[config.mk]
export PLATFORM = sky130hd
export DESIGN_NAME = palette_color_packer_unit
export DESIGN_NICKNAME = d
export VERILOG_FILES = /design/src/hw/rtl/pcp_pkg.sv /design/src/hw/rtl/pcp_cfg_regs.sv /design/src/hw/rtl/pcp_pack.sv /design/src/hw/rtl/palette_color_packer_unit.sv
export VERILOG_INCLUDE_DIRS = /design/src /design/src/hw/rtl
export SDC_FILE = /design/constraint.sdc
export NUM_CORES = 1
export LEC_CHECK = 0
export BUFFER_PORTS_ARGS = -buffer_cell sky130_fd_sc_hd__buf_2
export CAP_MARGIN = 20
export CORE_MARGIN = 5
export CORE_UTILIZATION = 35
export CTS_CLUSTER_SIZE = 20
export DETAILED_ROUTE_END_ITERATION = 10
export SLEW_MARGIN = 10
export SYNTH_ARGS = -nofsm -noshare
export SYNTH_HDL_FRONTEND = slang
export SYNTH_HIERARCHICAL = 1
export SYNTH_SLANG_ARGS = --single-unit
[constraint.sdc]
create_clock -name clk -period 9.24 [get_ports clk]
set_input_delay 1.848 -clock clk [delete_from_list [all_inputs] [get_ports clk]]
set_output_delay 1.848 -clock clk [all_outputs]
set_load 0.02 [all_outputs]
[src/hw/rtl/assert_macros.svh]
// Assertion helpers included by palette_color_packer_unit.sv.
`ifndef ASSERT_MACROS_SVH
`define ASSERT_MACROS_SVH

// Check a property at every rising clock edge outside reset.
`define ASSERT_CLK(label, prop, msg) \
	label: assert property (@(posedge clk) disable iff (!arst_n) (prop)) else $error(msg);

// Check that an expression is never true outside reset.
`define ASSERT_NEVER(label, expr, msg) \
	label: assert property (@(posedge clk) disable iff (!arst_n) !(expr)) else $error(msg);

`endif

[src/hw/rtl/pcp_pkg.sv]
// ----------------------------------------------------------------------------
// pcp_pkg
// Shared types and codes of the palette color packer.
// ----------------------------------------------------------------------------
package pcp_pkg;

	// Register indexes on the configuration port
	localparam logic [1:0] REG_COLOR_LAYOUT    = 2'd0;
	localparam logic [1:0] REG_GRAYSCALE_ON    = 2'd1;
	localparam logic [1:0] REG_BIT_MIRROR      = 2'd2;
	localparam logic [1:0] REG_TRUECOLOR       = 2'd3;

	// Pixel format codes
	localparam logic [1:0] FMT_ARGB8888 = 2'd0;
	localparam logic [1:0] FMT_RGBA8888 = 2'd1;
	localparam logic [1:0] FMT_RGB565   = 2'd2;

	// Result status codes
	localparam logic [1:0] ST_OK       = 2'd0;
	localparam logic [1:0] ST_RANGE    = 2'd1;
	localparam logic [1:0] ST_NOTTRUE  = 2'd2;

	typedef struct packed {
		logic [1:0] color_layout;
		logic       grayscale_on;
		logic       bit_mirror;
		logic       truecolor_visual;
	} cfg_t;

	typedef struct packed {
		logic [7:0]  entry_index;
		logic [15:0] red_level;
		logic [15:0] green_level;
		logic [15:0] blue_level;
	} in_item_t;

	typedef struct packed {
		logic [3:0]  entry_out;
		logic [31:0] packed_color;
		logic [1:0]  status;
	} out_item_t;

endpackage

[src/hw/rtl/pcp_cfg_regs.sv]
// ----------------------------------------------------------------------------
// pcp_cfg_regs
// Configuration register file: decodes writes and holds the four settings.
// ----------------------------------------------------------------------------
module pcp_cfg_regs (
	input  logic          clk,
	input  logic          arst_n,
	input  logic          cfg_we,
	input  logic [1:0]    cfg_index,
	input  logic [1:0]    cfg_wdata,
	output pcp_pkg::cfg_t cfg
);

	pcp_pkg::cfg_t cfg_q;

	always_ff @(posedge clk or negedge arst_n) begin
		if (!arst_n) begin
			cfg_q.color_layout     <= pcp_pkg::FMT_ARGB8888;
			cfg_q.grayscale_on     <= 1'b0;
			cfg_q.bit_mirror       <= 1'b0;
			cfg_q.truecolor_visual <= 1'b1;
		end else if (cfg_we) begin
			case (cfg_index)
				pcp_pkg::REG_COLOR_LAYOUT: cfg_q.color_layout     <= cfg_wdata;
				pcp_pkg::REG_GRAYSCALE_ON: cfg_q.grayscale_on     <= cfg_wdata[0];
				pcp_pkg::REG_BIT_MIRROR:   cfg_q.bit_mirror       <= cfg_wdata[0];
				pcp_pkg::REG_TRUECOLOR:    cfg_q.truecolor_visual <= cfg_wdata[0];
				default: begin
				end
			endcase
		end
	end

	assign cfg = cfg_q;

endmodule

[src/hw/rtl/pcp_pack.sv]
// ----------------------------------------------------------------------------
// pcp_pack
// Gray conversion, channel truncation, bit reversal and packing of one item.
// ----------------------------------------------------------------------------
module pcp_pack #(
	parameter int PALETTE_ENTRIES = 16
) (
	input  pcp_pkg::cfg_t      cfg,
	input  pcp_pkg::in_item_t  item,
	output pcp_pkg::out_item_t result
);

	localparam logic [8:0] IDX_LIMIT = 9'(PALETTE_ENTRIES);

	function automatic logic [7:0] rev8(input logic [7:0] v);
		logic [7:0] r;
		for (int i = 0; i < 8; i++) r[i] = v[7-i];
		return r;
	endfunction

	function automatic logic [5:0] rev6(input logic [5:0] v);
		logic [5:0] r;
		for (int i = 0; i < 6; i++) r[i] = v[5-i];
		return r;
	endfunction

	function automatic logic [4:0] rev5(input logic [4:0] v);
		logic [4:0] r;
		for (int i = 0; i < 5; i++) r[i] = v[4-i];
		return r;
	endfunction

	logic [23:0] gray_sum;
	logic [15:0] red, green, blue;
	logic [7:0]  r8, g8, b8;
	logic [4:0]  r5, b5;
	logic [5:0]  g6;
	logic [31:0] word;

	// Weighted gray: (77R + 151G + 28B + 127) >> 8 always fits in 16 bits
	assign gray_sum = 24'(item.red_level) * 24'd77
			+ 24'(item.green_level) * 24'd151
			+ 24'(item.blue_level) * 24'd28
			+ 24'd127;

	assign red   = cfg.grayscale_on ? gray_sum[23:8] : item.red_level;
	assign green = cfg.grayscale_on ? gray_sum[23:8] : item.green_level;
	assign blue  = cfg.grayscale_on ? gray_sum[23:8] : item.blue_level;

	assign r8 = cfg.bit_mirror ? rev8(red[15:8])   : red[15:8];
	assign g8 = cfg.bit_mirror ? rev8(green[15:8]) : green[15:8];
	assign b8 = cfg.bit_mirror ? rev8(blue[15:8])  : blue[15:8];
	assign r5 = cfg.bit_mirror ? rev5(red[15:11])  : red[15:11];
	assign g6 = cfg.bit_mirror ? rev6(green[15:10]) : green[15:10];
	assign b5 = cfg.bit_mirror ? rev5(blue[15:11]) : blue[15:11];

	// Unused format code 3 falls into the 16-bit layout
	always_comb begin
		case (cfg.color_layout)
			pcp_pkg::FMT_ARGB8888: word = {8'd0, r8, g8, b8};
			pcp_pkg::FMT_RGBA8888: word = {r8, g8, b8, 8'd0};
			default:               word = {16'd0, r5, g6, b5};
		endcase
	end

	always_comb begin
		result.entry_out    = 4'd0;
		result.packed_color = 32'd0;
		if (!cfg.truecolor_visual) begin
			result.status = pcp_pkg::ST_NOTTRUE;
		end else if ({1'b0, item.entry_index} >= IDX_LIMIT) begin
			result.status = pcp_pkg::ST_RANGE;
		end else begin
			result.status       = pcp_pkg::ST_OK;
			result.entry_out    = item.entry_index[3:0];
			result.packed_color = word;
		end
	end

endmodule

[src/hw/rtl/palette_color_packer_unit.sv]
// ----------------------------------------------------------------------------
// palette_color_packer_unit
// Converts a palette request into a packed pixel word with a status code.
//
// Channel  Dir  Bits        Contents
// s_axis   in   tdata 56    entry_index, red_level, green_level, blue_level
// m_axis   out  tdata 40    entry_out, packed_color; tuser 2: status
// cfg      in   2-bit data  color_layout, grayscale_on, bit_mirror, truecolor
//
// One item per cycle while m_tready keeps the output moving; each item passes
// the input register, then the result register after the gray/pack logic.
// The arst_n reset empties both stages and loads the register defaults.
// A stalled output holds its item; the input stage keeps accepting as long
// as either stage has room, so ready drops only when both are full.
// ----------------------------------------------------------------------------
`include "assert_macros.svh"

module palette_color_packer_unit #(
	parameter int PALETTE_ENTRIES = 16
) (
	input  logic        clk,
	input  logic        arst_n,
	// Configuration write port
	input  logic        cfg_we,
	input  logic [1:0]  cfg_index,
	input  logic [1:0]  cfg_wdata,
	// Input stream
	input  logic        s_tvalid,
	output logic        s_tready,
	// [7:0] entry_index, [23:8] red_level, [39:24] green_level, [55:40] blue_level
	input  logic [55:0] s_tdata,
	// Output stream
	output logic        m_tvalid,
	input  logic        m_tready,
	// [3:0] entry_out, [35:4] packed_color, [39:36] zero
	output logic [39:0] m_tdata,
	// [1:0] status
	output logic [1:0]  m_tuser
);

	pcp_pkg::cfg_t      cfg;
	pcp_pkg::in_item_t  item_s1;
	pcp_pkg::out_item_t result;
	pcp_pkg::out_item_t result_s2;
	logic               valid_s1;
	logic               valid_s2;
	logic               load_s2;
	logic               accept;

	pcp_cfg_regs u_cfg (
		.clk       (clk),
		.arst_n    (arst_n),
		.cfg_we    (cfg_we),
		.cfg_index (cfg_index),
		.cfg_wdata (cfg_wdata),
		.cfg       (cfg)
	);

	pcp_pack #(
		.PALETTE_ENTRIES (PALETTE_ENTRIES)
	) u_pack (
		.cfg    (cfg),
		.item   (item_s1),
		.result (result)
	);

	assign load_s2  = valid_s1 && (!valid_s2 || m_tready);
	assign s_tready = !valid_s1 || !valid_s2 || m_tready;
	assign accept   = s_tvalid && s_tready;

	always_ff @(posedge clk or negedge arst_n) begin
		if (!arst_n) begin
			valid_s1 <= 1'b0;
			valid_s2 <= 1'b0;
		end else begin
			if (accept) begin
				valid_s1 <= 1'b1;
			end else if (load_s2) begin
				valid_s1 <= 1'b0;
			end
			if (load_s2) begin
				valid_s2 <= 1'b1;
			end else if (m_tready) begin
				valid_s2 <= 1'b0;
			end
		end
	end

	always_ff @(posedge clk) begin
		if (accept) begin
			item_s1.entry_index <= s_tdata[7:0];
			item_s1.red_level   <= s_tdata[23:8];
			item_s1.green_level <= s_tdata[39:24];
			item_s1.blue_level  <= s_tdata[55:40];
		end
		if (load_s2) begin
			result_s2 <= result;
		end
	end

	assign m_tvalid = valid_s2;
	assign m_tdata  = {4'd0, result_s2.packed_color, result_s2.entry_out};
	assign m_tuser  = result_s2.status;

	// A new result appears only when the input stage held an item
	`ASSERT_CLK(a_out_from_s1, $rose(valid_s2) |-> $past(valid_s1), "result without item")
	// A held input item is never dropped
	`ASSERT_CLK(a_s1_hold, (valid_s1 && !load_s2) |=> valid_s1, "input item lost")
	// Error results carry no word and no entry
	`ASSERT_CLK(a_err_zero,
		(valid_s2 && result_s2.status != pcp_pkg::ST_OK) |->
		(result_s2.packed_color == 32'd0 && result_s2.entry_out == 4'd0),
		"error result not cleared")
	// Status codes above not-truecolor have no meaning
	`ASSERT_NEVER(a_status_code, valid_s2 && result_s2.status > pcp_pkg::ST_NOTTRUE, "bad status")

endmodule

-- Yosys cells after proc, flatten, opt, wreduce, memory -nomap -nowiden
Cells that the tools add are included.
- logic and storage cells: 56
- register bits: 101
- bits of input ports: 65
- output and inout port bits: 44
- add/subtract/negate cells: 3
- reductions and logical operators: 16
- multiplexer cells: 15
- equality and inequality tests: 4
- $lt $le $gt $ge: 1
- $mul: 3
- bitwise logic cells: 1
- operators by type and width (cell ; count):
    32-bit case mux with 2 select lines ; 1
    16-bit two-way mux ; 3
    23-bit by 24-bit adder with 24-bit output ; 1
    24-bit by 21-bit adder with 24-bit output ; 1
    24-bit by 7-bit adder with 24-bit output, second input constant ; 1
    16-bit by 8-bit multiplier with 24-bit output, second input constant ; 1
    8-bit two-way mux ; 3
    16-bit by 7-bit multiplier with 23-bit output, second input constant ; 1
    16-bit by 3-bit multiplier with 19-bit output, second input constant ; 1
    5-bit two-way mux ; 2
    8-bit by 5-bit >= comparator with 1-bit output, second input constant ; 1
    2-bit AND reduction ; 4
    6-bit two-way mux ; 1
    1-bit two-way mux ; 5
    2-bit by 1-bit == test with 1-bit output, second input constant ; 2
    2-bit == test, second input constant ; 2
    2-bit zero test ; 2
    2-bit nonzero test ; 2
    1-bit logical OR ; 3
    1-bit logical AND ; 2
    1-bit zero test ; 2
    2-bit OR reduction ; 1
    1-bit inverter ; 1

-- Logic depth before layout (Yosys ltp)
- word-level depth: 7
- depth in mapped cells: 26
- mapped depth without buffers: 25

-- Hierarchy
Netlist, hierarchy kept.
- by module, submodules not included (module ; area an instance (µm²) ; cells an instance ; instances ; sequential area each (µm²)):
    pcp_pack ; 7687.4 ; 854 ; 1 ; 0.0
    palette_color_packer_unit ; 2960.3 ; 107 ; 1 ; 2872.8
    pcp_cfg_regs ; 215.2 ; 14 ; 1 ; 126.4

-- Worst setup path after synthesis
Ideal clock, no wire load.
- path kind: reg-to-reg
- start point: register item_s1[1] (netlist bit)
- end point: register result_s2 (netlist bit m_tdata[11]), data pin
- library setup time: 0.274 ns
- data required time: 8.966 ns
- stages on the path, launching flop included: 27
- arrival time: 6.954 ns
- period minus slack after synthesis: 7.228 ns
- slack: 2.012 ns
- buffers on the path: 1
- cells stage by stage: edfxtp_1 fa_1 ha_1 fa_1 a21o_1 a21oi_1 o21bai_1 a31o_2 a41o_1 o41a_1 xor2_1 ha_1 fa_1 inv_1 fa_1 fa_1 inv_1 ha_1 a21oi_4 o21ai_2 a221oi_4 o21a_4 a31oi_4 or4_4 buf_6 a21oi_4 o32ai_1
- word-level cells in the longest chain between the ends: 6
- elaborated cells between the ends (all ways): 8
- those cells by class: add/sub (2); mul (1); mux (5)
- ends and longest elaborated chain (what ; line ; text):
    start, declared ; palette_color_packer_unit.sv:42 ; pcp_pkg::in_item_t item_s1;
    16-bit by 3-bit multiplier with 19-bit output (*) ; pcp_pack.sv:43 ; + 24'(item.blue_level) * 24'd28
    24-bit by 21-bit adder with 24-bit output (*) ; pcp_pack.sv:43 ;
    24-bit by 7-bit adder with 24-bit output (*) ; pcp_pack.sv:44 ; + 24'd127;
    16-bit two-way mux, on equally long branches ; pcp_pack.sv:47, pcp_pack.sv:48 ;
    6-bit two-way mux or 8-bit two-way mux (tied branches) ; pcp_pack.sv:54, pcp_pack.sv:52 ;
    32-bit case mux with 2 select lines (*) ; pcp_pack.sv:59 ; case (cfg.color_layout)
    end signal, assigned ; palette_color_packer_unit.sv:97 ; result_s2 <= result;
    end, declared ; palette_color_packer_unit.sv:44 ; pcp_pkg::out_item_t result_s2;
Mark *: on every way between the ends. The rest lies on a longest branch, timed or not.
A chain may end at the register's enable or synchronous reset.

-- Worst setup path in the final report
- start point: register item_s1[0] (netlist bit)
- end point: register result_s2 (netlist bit m_tdata[24]), data pin
- word-level cells in the longest chain between the ends: 6
- elaborated cells between the ends (all ways): 8
- those cells by class: add/sub (2); mul (1); mux (5)
- ends and longest elaborated chain (what ; line):
    16-bit by 3-bit multiplier with 19-bit output (*) ; pcp_pack.sv:43
    24-bit by 21-bit adder with 24-bit output (*) ; pcp_pack.sv:43
    24-bit by 7-bit adder with 24-bit output (*) ; pcp_pack.sv:44
    16-bit two-way mux, on equally long branches ; pcp_pack.sv:47, pcp_pack.sv:46
    8-bit two-way mux, on equally long branches ; pcp_pack.sv:51, pcp_pack.sv:50
    32-bit case mux with 2 select lines (*) ; pcp_pack.sv:59
Marked as above.

==> out/metrics.csv <==
stage,metric,value,unit
cells_and_area,finalNetCount,1404,
clock_network,cts_tree,built,
cells_and_area,drive_gt1_share,15.0,%
critical_path,worstSetupStartpointType,flip-flop,
min_path,hp-class,flip-flop to flip-flop,
die,initial_utilization,35.5,%
sta,hold_viol,0,
sta,clock_skew,0.00945,ns
cells_and_area,final_cells,1473,
global_route,antenna_found_initial,0,
routing,ant_nets,0,
outcome,outcome,completed,
clock_network,ctsHoldBuffers,0,
sta,maxSlewViolCount,0,
clock_network,clock_latency,0.37,ns
die,die_h,186,µm
global_route,grt_overflow,0,
critical_path,crit_fanout,6,
clock_network,cts_sinks,101,
cells_and_area,areaGrowthSynthToFinish,11.8,%
synth,synth_top_flop_cell,edfxtp_1,
global_route,track_usage,15.4,%
synth,yosys-top-cells-count,"inv_1, fa_1, ha_1",
synth,yosys_warnings,6,
critical_path,cp.required,9.34,ns
cells_and_area,finalInstanceArea,12100,µm²
min_path,hold_start,u_cfg/cfg[1]$_DFFE_PN0P_,
critical_path,worstPathArrival,7.86,ns
critical_path,endpoint_kind,flip-flop,
die,rows,64,
critical_path,crit_type,flip-flop to flip-flop,
place,placed_cells,1457,
synth,yosys.cell_count.top_type,inv_1,
sta,period_share,84.0,%
global_route,grt_pass1_wl,41.7,mm
die,core,30600,µm²
synth,synth_cell_types,87,
synth,ys_async_sr_fraction,6.93,%
synth,synth_area_per_cell,11.1,µm²
die,fp.dieW,186,µm
place,dpl_cell_area,11800,µm²
sta,fin_setup_tns,0,ns
synth,syn-instance-count,975,
sta,period_needed,7.76,ns
clock_network,cts-root-buf,clkbuf_16,
synth,synth_enable_flop_cells,94,
global_route,grt_pass1_vias,7944,
place,port_buffers,104,
sta,setup_viol,0,
clock_network,post_cts_resized,0,
clock_network,clkTransAtPathRegs,0.08,ns
routing,drc_errors,0,
flow_run,max_cap_viol_count,0,
sta,fmax,0.129,GHz
synth,yosys-top-cells-area,"edfxtp_1, fa_1, ha_1",
critical_path,critical_path.slowest_cell,fa_1,
sta,rsz0062_at_grt,false,
place,place_congestion,0.912,
clock_network,cts_made_buffers,9,
global_route,grt_max_degree,57,
routing,wl_per_cell,17.7,µm
global_route,grtUsageMet2,24.7,%
global_route,grt_use_met3,2.66,%
routing,drtIter0Drc,460,
global_route,met1_usage,21.9,%
cells_and_area,n_antenna_cell,0,
synth,synth_top_cell_area_share,26.0,%
die,io_pins,109,
place,place_hpwl,21.6,mm
sta,max_slew_margin,48.4,%
clock_network,postCtsSetupBuffers,0,
routing,first_pass_iters,5,
synth,synth-seq-cells,101,
clock_network,h-tree-depth,3,
cells_and_area,final_util,39.7,%
critical_path,cp_common_cell,fa_1,
die,die_area,34700,µm²
sta,max_slew.worst_pin.slew,0.765,ns
critical_path,critPathBufInv,2,
synth,syn_area,10900,µm²
critical_path,crit_family,adder cells,
routing,totalWireLength,26.0,mm
critical_path,cpPeakStageDelay,0.51,ns
routing,via_count,7519,
critical_path,r2r_setup_slack,1.48,ns
critical_path,r2r-start,item_s1[0]$_DFFE_PP_,
critical_path,reg2reg_to,m_tdata[24]$_DFFE_PP_,
global_route,busiest_layer,met2,
clock_network,clockBufferDepth,2,
min_path,min_path_cells,1,
synth,yosys.area.top_type,edfxtp_1,
critical_path,reg2regPathDepth,25,
routing,post_drt_via_cell_ratio,5.10,
min_path,min_to,u_cfg/cfg[1]$_DFFE_PN0P_,
synth,yosysSeqAreaShare,27.6,%
-- worst max path at each step --
stage | end | from | cells past startpoint
after floorplan | m_tdata[11]$_DFFE_PP_ | item_s1[1]$_DFFE_PP_ | 26
after global placement | m_tdata[26]$_DFFE_PP_ | item_s1[0]$_DFFE_PP_ | 25
after detailed placement | m_tdata[26]$_DFFE_PP_ | item_s1[0]$_DFFE_PP_ | 25
after CTS | m_tdata[26]$_DFFE_PP_ | item_s1[0]$_DFFE_PP_ | 25
after global routing | m_tdata[26]$_DFFE_PP_ | item_s1[0]$_DFFE_PP_ | 25
final | m_tdata[24]$_DFFE_PP_ | item_s1[0]$_DFFE_PP_ | 25
-- per-layer routing --
layer  share of wire [%]  vias to the layer above  routed length (µm)
li1                    -                     3574                   -
met1                  47                     3710               12200
met2                  47                      202               12200
met3                 4.5                       33                1170
met4                 1.9                        0                 483
met5                   0                        -                   0
-- area by class of cell --
type | count | area (µm²)
tap | 396 | 495
fill | 2986 | 18400
inverter | 189 | 709
clock buffer | 10 | 239
multi-input combinational | 662 | 7040
clock inverter | 6 | 103
sequential | 101 | 3000
timing repair buffer | 109 | 558
-- flip-flops by register name, indices dropped and copies added (netlist names) --
| name | flops |
|---|---|
| item_s1 | 56 |
| m_tdata | 36 |
| m_tuser | 2 |
| m_tvalid | 1 |
| u_cfg/cfg | 5 |
| valid_s1 | 1 |
-- cells in the final DEF, fill, tap and decap left out, types with 5 or more instances in the layout --
| cell type | instances |
|---|---|
| a211oi_1 | 19 |
| a21o_1 | 9 |
| a21oi_1 | 29 |
| a31oi_1 | 14 |
| and2_1 | 9 |
| and3_1 | 9 |
| buf_2 | 104 |
| buf_4 | 5 |
| clkbuf_16 | 9 |
| dfrtp_1 | 6 |
| edfxtp_1 | 94 |
| fa_1 | 138 |
| ha_1 | 129 |
| inv_1 | 188 |
| mux2_2 | 6 |
| mux2i_1 | 6 |
| nand2_1 | 35 |
| nand2b_1 | 6 |
| nand3_1 | 18 |
| nor2_1 | 41 |
| nor2b_1 | 7 |
| nor3_1 | 12 |
| o211ai_1 | 8 |
| o21ai_0 | 30 |
| o21bai_1 | 5 |
| o22ai_1 | 8 |
| o311ai_0 | 8 |
| o31ai_1 | 5 |
| xnor2_1 | 12 |
-- metrics by stage --
stage | hold WS [ns] | setup slack (ns)
2_1_floorplan | 0.456 | 2.01
3_3_place_gp | 0.481 | 1.57
3_5_place_dp | 0.489 | 1.48
4_1_cts | 0.506 | 1.46
5_1_grt | 0.529 | 1.01
6_report | 0.507 | 1.48
-- kinds of logic (layout without fill, tap and decap cells) --
| logic type | count (synthesis) | after routing | share of synthesized area, % |
|---|---|---|---|
| other | 1 | 4 | 0.0345 |
| AND/OR/NAND/NOR | 166 | 166 | 8.01 |
| adder cells (fa/ha/maj) | 267 | 267 | 40.3 |
| AO/OA/AOI/OAI | 192 | 192 | 13.3 |
| XOR/XNOR | 16 | 16 | 1.29 |
| flip-flops | 101 | 101 | 27.6 |
| buffers and inverters | 215 | 314 | 7.65 |
| multiplexers | 17 | 17 | 1.80 |
Power is not shown: default switching activity piles up to over one toggle a cycle in this logic, so the estimate is an artifact.
